`src/rtl/core/vmieu_ram.sv`:
```
// Generic single-write, single-read RAM with registered read data.
// No dependencies.
module vmieu_ram #(
  parameter int WIDTH = 8,
  parameter int DEPTH = 16,
  localparam int AW = (DEPTH > 1) ? $clog2(DEPTH) : 1
) (
  input  logic             clk,
  input  logic             we,
  input  logic [AW-1:0]    waddr,
  input  logic [WIDTH-1:0] wdata,
  input  logic [AW-1:0]    raddr,
  output logic [WIDTH-1:0] rdata
);

  logic [WIDTH-1:0] mem [DEPTH];

  always_ff @(posedge clk) begin
    if (we) begin
      mem[waddr] <= wdata;
    end
    rdata <= mem[raddr];
  end

endmodule

```
`config.mk`:
```
export PLATFORM = sky130hd
export DESIGN_NAME = vmieu_ram
export DESIGN_NICKNAME = d
export VERILOG_FILES = /design/src/rtl/core/vmieu_ram.sv
export SDC_FILE = /design/constraint.sdc
export NUM_CORES = 1
export LEC_CHECK = 0
export BUFFER_PORTS_ARGS = -buffer_cell sky130_fd_sc_hd__buf_2
export CAP_MARGIN = 20
export CORE_MARGIN = 1.5
export CORE_UTILIZATION = 35
export CTS_BUF_LIST = sky130_fd_sc_hd__clkbuf_4 sky130_fd_sc_hd__clkbuf_8
export CTS_CLUSTER_DIAMETER = 30
export CTS_CLUSTER_SIZE = 14
export DETAILED_ROUTE_END_ITERATION = 8
export PLACE_DENSITY = 0.47
export SLEW_MARGIN = 10
export SYNTH_ARGS = -nofsm -noshare
export SYNTH_HDL_FRONTEND = slang
export SYNTH_SLANG_ARGS = --single-unit
```
`constraint.sdc`:
```
create_clock -name clk -period 5.8 [get_ports clk]
set_input_delay 1.16 -clock clk [delete_from_list [all_inputs] [get_ports clk]]
set_output_delay 1.16 -clock clk [all_outputs]
set_load 0.005 [all_outputs]
```
## Word level (Yosys, flattened, before mapping)

Memories as Yosys holds them, arrays and structs flattened. A register that Yosys moved wholly into a read port is not among the register bits.
Index checks and enable logic that the tools add are counted.
W data, S select, Z words.

| word-level totals | value |
|---|---|
| register bits | 0 |
| RAM bits | 128 |
| input port bits | 18 |
| output and inout port bits | 8 |
| logic and storage cells | 3 |
| memories kept | 1 |

Memories:

| name | words | width | read ports | clocked after memory_dff | write ports | RTL line | RTL |
|---|---|---|---|---|---|---|---|
| mem | 16 | 8 | 1 | 1 | 1 | 16 | `logic [WIDTH-1:0] mem [DEPTH];` |

| cells by class | value |
|---|---|
| muxes and demuxes | 2 |

Operator list:

| operator | count |
|---|---|
| $mux W1 | 2 |

## Longest topological paths before layout

| logic depth | value |
|---|---|
| depth after elaboration | 2 |
| depth in mapped cells | 5 |
| mapped depth without buffers | 3 |

## Worst setup path after synthesis

OpenSTA, ideal clock, no wires.

| timing | value |
|---|---|
| path type | input port to flip-flop |
| from | in waddr[2] |
| to | mem mem[0][0] (enable) |
| setup time | 0.383 ns |
| arrival | 2.270 ns |
| required time | 5.417 ns |
| path slack | 3.147 ns |
| cell stages on the path | 2 |
| path buffers | 0 |
| path through | or3b_2 -> nor3_1 |

RTL lines:

| element | RTL line | RTL |
|---|---|---|
| from (decl) | 10 | `input logic [AW-1:0] waddr,` |
| to (decl) | 16 |  |

No word-level cell before the write port.

==> flow_summary_export.csv <==
group,metric,value,unit
logic_synthesis,muxShareOfSynthArea,0.150,
min_path,min_from,"mem[12][3]",
worst_setup_path,crit_path_end_kind,"flop",
placed_design,hpwl,6350,µm
global_route,grtUsageMet1,0.191,
worst_setup_path,cp.arrival,2.93,ns
pwr,p_clk_frac,0.402,
drt,drt-total-wl,10300,µm
pwr,internal_power,1.61,mW
min_path,hold_depth,3,
sta,worst_pin_slew,1.00,ns
pwr,vdd_drop_max,0.207,mV
global_route,grt_usage,0.143,
worst_setup_path,cp.depth,5,
cells_and_area,finalNetCount,286,
logic_synthesis,synthFlopType,"edfxtp_1",
logic_synthesis,synth-seq-cells,136,
global_route,grt-busiest-layer,"met2",
clock_network,cts_tree,"done",
cells_and_area,design_area,5880,µm²
sta,clock.fmax,0.382,GHz
drt,wl_per_cell,22.1,µm
clock_network,cts_buffer_depth,2,
worst_setup_path,cpPeakStageDelay,0.63,ns
logic_synthesis,synth_edf_count,128,
logic_synthesis,syn_area,5150,µm²
worst_setup_path,regToRegStartpoint,"mem[9][1]",
floorplan,pin_count,26,
worst_setup_path,worstSetupPathType,"in2reg",
worst_setup_path,crit_buf_inv,2,
sta,timing.slew.headroom,0.329,
sta,finClkSkew,0.00854,ns
floorplan,dieArea,15400,µm²
placed_design,placed_cell_area,5460,µm²
sta,period_minus_slack,2.62,ns
outcome,status,"completed",
pwr,power_frac_comb,0.048,
clock_network,clk_pin_slew,0.07,ns
clock_network,cts_resized,0,
clock_network,root_buffer,"clkbuf_8",
worst_setup_path,critPathLaunchType,"primary input",
global_route,grt.met2_usage,0.222,
flow_run,drv_cap,0,
clock_network,cts_made_buffers,17,
logic_synthesis,syn_nets,247,
worst_setup_path,reg2regPathDepth,3,
cells_and_area,antenna_cells,0,
min_path,hold_end,"rdata[3]",
global_route,antenna_found_initial,1,
floorplan,start_util,0.357,
logic_synthesis,syn_avg_cell_area,22.5,µm²
floorplan,dieWidth,124,µm
sta,hold_viol,0,
pwr,swShare,0.198,
placed_design,port_buffers,25,
worst_setup_path,crit_slowest_cell,"mux4_1",
floorplan,dieHeight,124,µm
logic_synthesis,async_reset_ff_frac,0,
drt,route.detailed.drc,0,
logic_synthesis,ys_seq_area_frac,0.778,
pwr,p_switching,398,µW
logic_synthesis,ys_warn_count,0,
worst_setup_path,path_max_fanout,25,
clock_network,cts_hold_buf,0,
logic_synthesis,synthCells,229,
logic_synthesis,synth_top_family_by_area,"multiplexers",
worst_setup_path,crit_chain,"buf_2, buf_4, mux4_1, a22oi_1, nand2_1",
drt,ant_nets,0,
logic_synthesis,synth_fa_ha_area_frac,0,
drt,post_drt_via_cell_ratio,5.05,
global_route,overflow,0,
logic_synthesis,synth_compound_area_frac,0.0233,
floorplan,fp-row-count,44,
cells_and_area,seq_area,4000,µm²
worst_setup_path,cp_top_family,"buffers and inverters",
cells_and_area,syn2layout_area_growth,14.2,%
drt,dr.pass1.iters,4,
clock_network,clkSinkCount,136,
placed_design,gp_congestion,0.678,
clock_network,htree_levels,4,
worst_setup_path,r2r_slack,4.43,ns
clock_network,cts_setup_buffers,0,
pwr,p_leak,1.94,nW
worst_setup_path,r2r_end,"rdata[1]",
cells_and_area,drive_gt1_frac,0.282,
global_route,grt_pass1_wl,15600,µm
drt,drtIter0Drc,189,
sta,finalSetupViolCount,0,
floorplan,coreArea,14400,µm²
global_route,use_met3,0.0490,
logic_synthesis,synth_xor_area_frac,0,
logic_synthesis,ys_types,19,
pwr,power.share.sequential,0.549,
clock_network,clock_latency,0.43,ns
sta,setup_tns,0,ns
logic_synthesis,yosys.area_share.simple,0.0318,
cells_and_area,fill_cells,1301,
drt,vias,2342,
pwr,p_per_area,342,nW/µm²
sta,drv_slew,0,
worst_setup_path,worstPathRequired,6.11,ns
sta,period_share,0.451,
min_path,hp-class,"reg2reg",
global_route,grt_max_degree,33,
cells_and_area,multiInputGateArea,1070,µm²
sta,rsz0062_at_grt,"no",
global_route,grt_pass1_vias,2529,
tightest hold or removal path, delay by kind of cell, from the launching register on:
family / cells / cell delay [ns]
and+or+nand+nor: 1 / 0.05
AOI/OAI and AO/OA: 1 / 0.06
muxes: 1 / 0.22
DFF: 1 / 0.32
Yosys cell counts (2+ instances only):
cell type,number,area share
nand2b_1,2,0.0024
nor3_1,4,0.0039
buf_2,3,0.0029
nand3b_1,2,0.0029
mux4_1,14,0.071
dfxtp_1,8,0.031
nand2_1,9,0.0066
nor2_1,13,0.0095
clkdlybuf4s25_2,3,0.0058
edfxtp_1,128,0.75
mux4_2,18,0.079
buf_6,3,0.0066
a22oi_1,16,0.023
power by group through the flow:
| stage | Clock, mW | Combinational, mW | Sequential [mW] |
|---|---|---|---|
| 6_report | 0.809 | 0.0971 | 1.10 |
| 5_1_grt | 0.867 | 0.108 | 1.11 |
| 4_1_cts | 0.830 | 0.0997 | 1.10 |
| 3_5_place_dp | 0 | 0.0995 | 1.13 |
| 3_3_place_gp | 0 | 0.0975 | 1.13 |
| 2_1_floorplan | 0 | 0.0558 | 1.12 |
flip-flops by register name, indices dropped and copies added (netlist names):
signal and cells:
rdata 8, mem 128
worst max-delay path by stage:
| stage | to | from |
|---|---|---|
| floorplan | mem[0][0] | waddr[2] |
| global placement | mem[0][1] | waddr[2] |
| detailed placement | rdata[3] | raddr[0] |
| CTS | rdata[3] | raddr[0] |
| global route | rdata[3] | raddr[0] |
| finish | rdata[3] | raddr[0] |
kinds of logic (layout without fill, tap and decap cells):
kind of cell,Yosys count,in the layout
DFF,136,136
AOI/OAI and AO/OA,16,16
and+or+nand+nor,35,35
muxes,32,32
buffers and inverters,10,61
cell type report:
| class | count | area share |
|---|---|---|
| clock buffer | 20 | 0.0436 |
| timing repair buffer | 30 | 0.0283 |
| clock inverter | 11 | 0.0264 |
| multi-input combinational | 83 | 0.182 |
| tap | 184 | 0.0392 |
| sequential | 136 | 0.681 |
layout by cell type (no fill, tap or decap), types with 3 or more instances in the layout:
cell       count
dfxtp_1        8
edfxtp_1     128
bufinv_16      4
a22oi_1       16
clkinv_2       3
nand2_1        9
clkbuf_4       3
nor2_1        13
mux4_1        14
clkbuf_8      17
mux4_2        18
buf_4          4
buf_2         25
clkinv_1       3
layer usage:
metal | vias up | part of all wire
li1 | 1046 | -
met1 | 1235 | 0.46
met2 | 54 | 0.49
met3 | 7 | 0.046
met4 | 0 | 0.0050
met5 | - | 0
per-stage QoR:
stage	std cells	setup WS, ns	total power, mW	utilization	hold slack, ns
2_1_floorplan	229	3.15	1.18	-	0.629
3_3_place_gp	431	2.47	1.22	0.377	0.647
3_5_place_dp	432	2.66	1.23	0.378	0.660
4_1_cts	463	3.13	2.03	0.407	0.677
5_1_grt	464	3.06	2.08	0.408	0.702
6_report	464	3.18	2.01	0.408	0.675
Power figures use the tool's default switching activity.
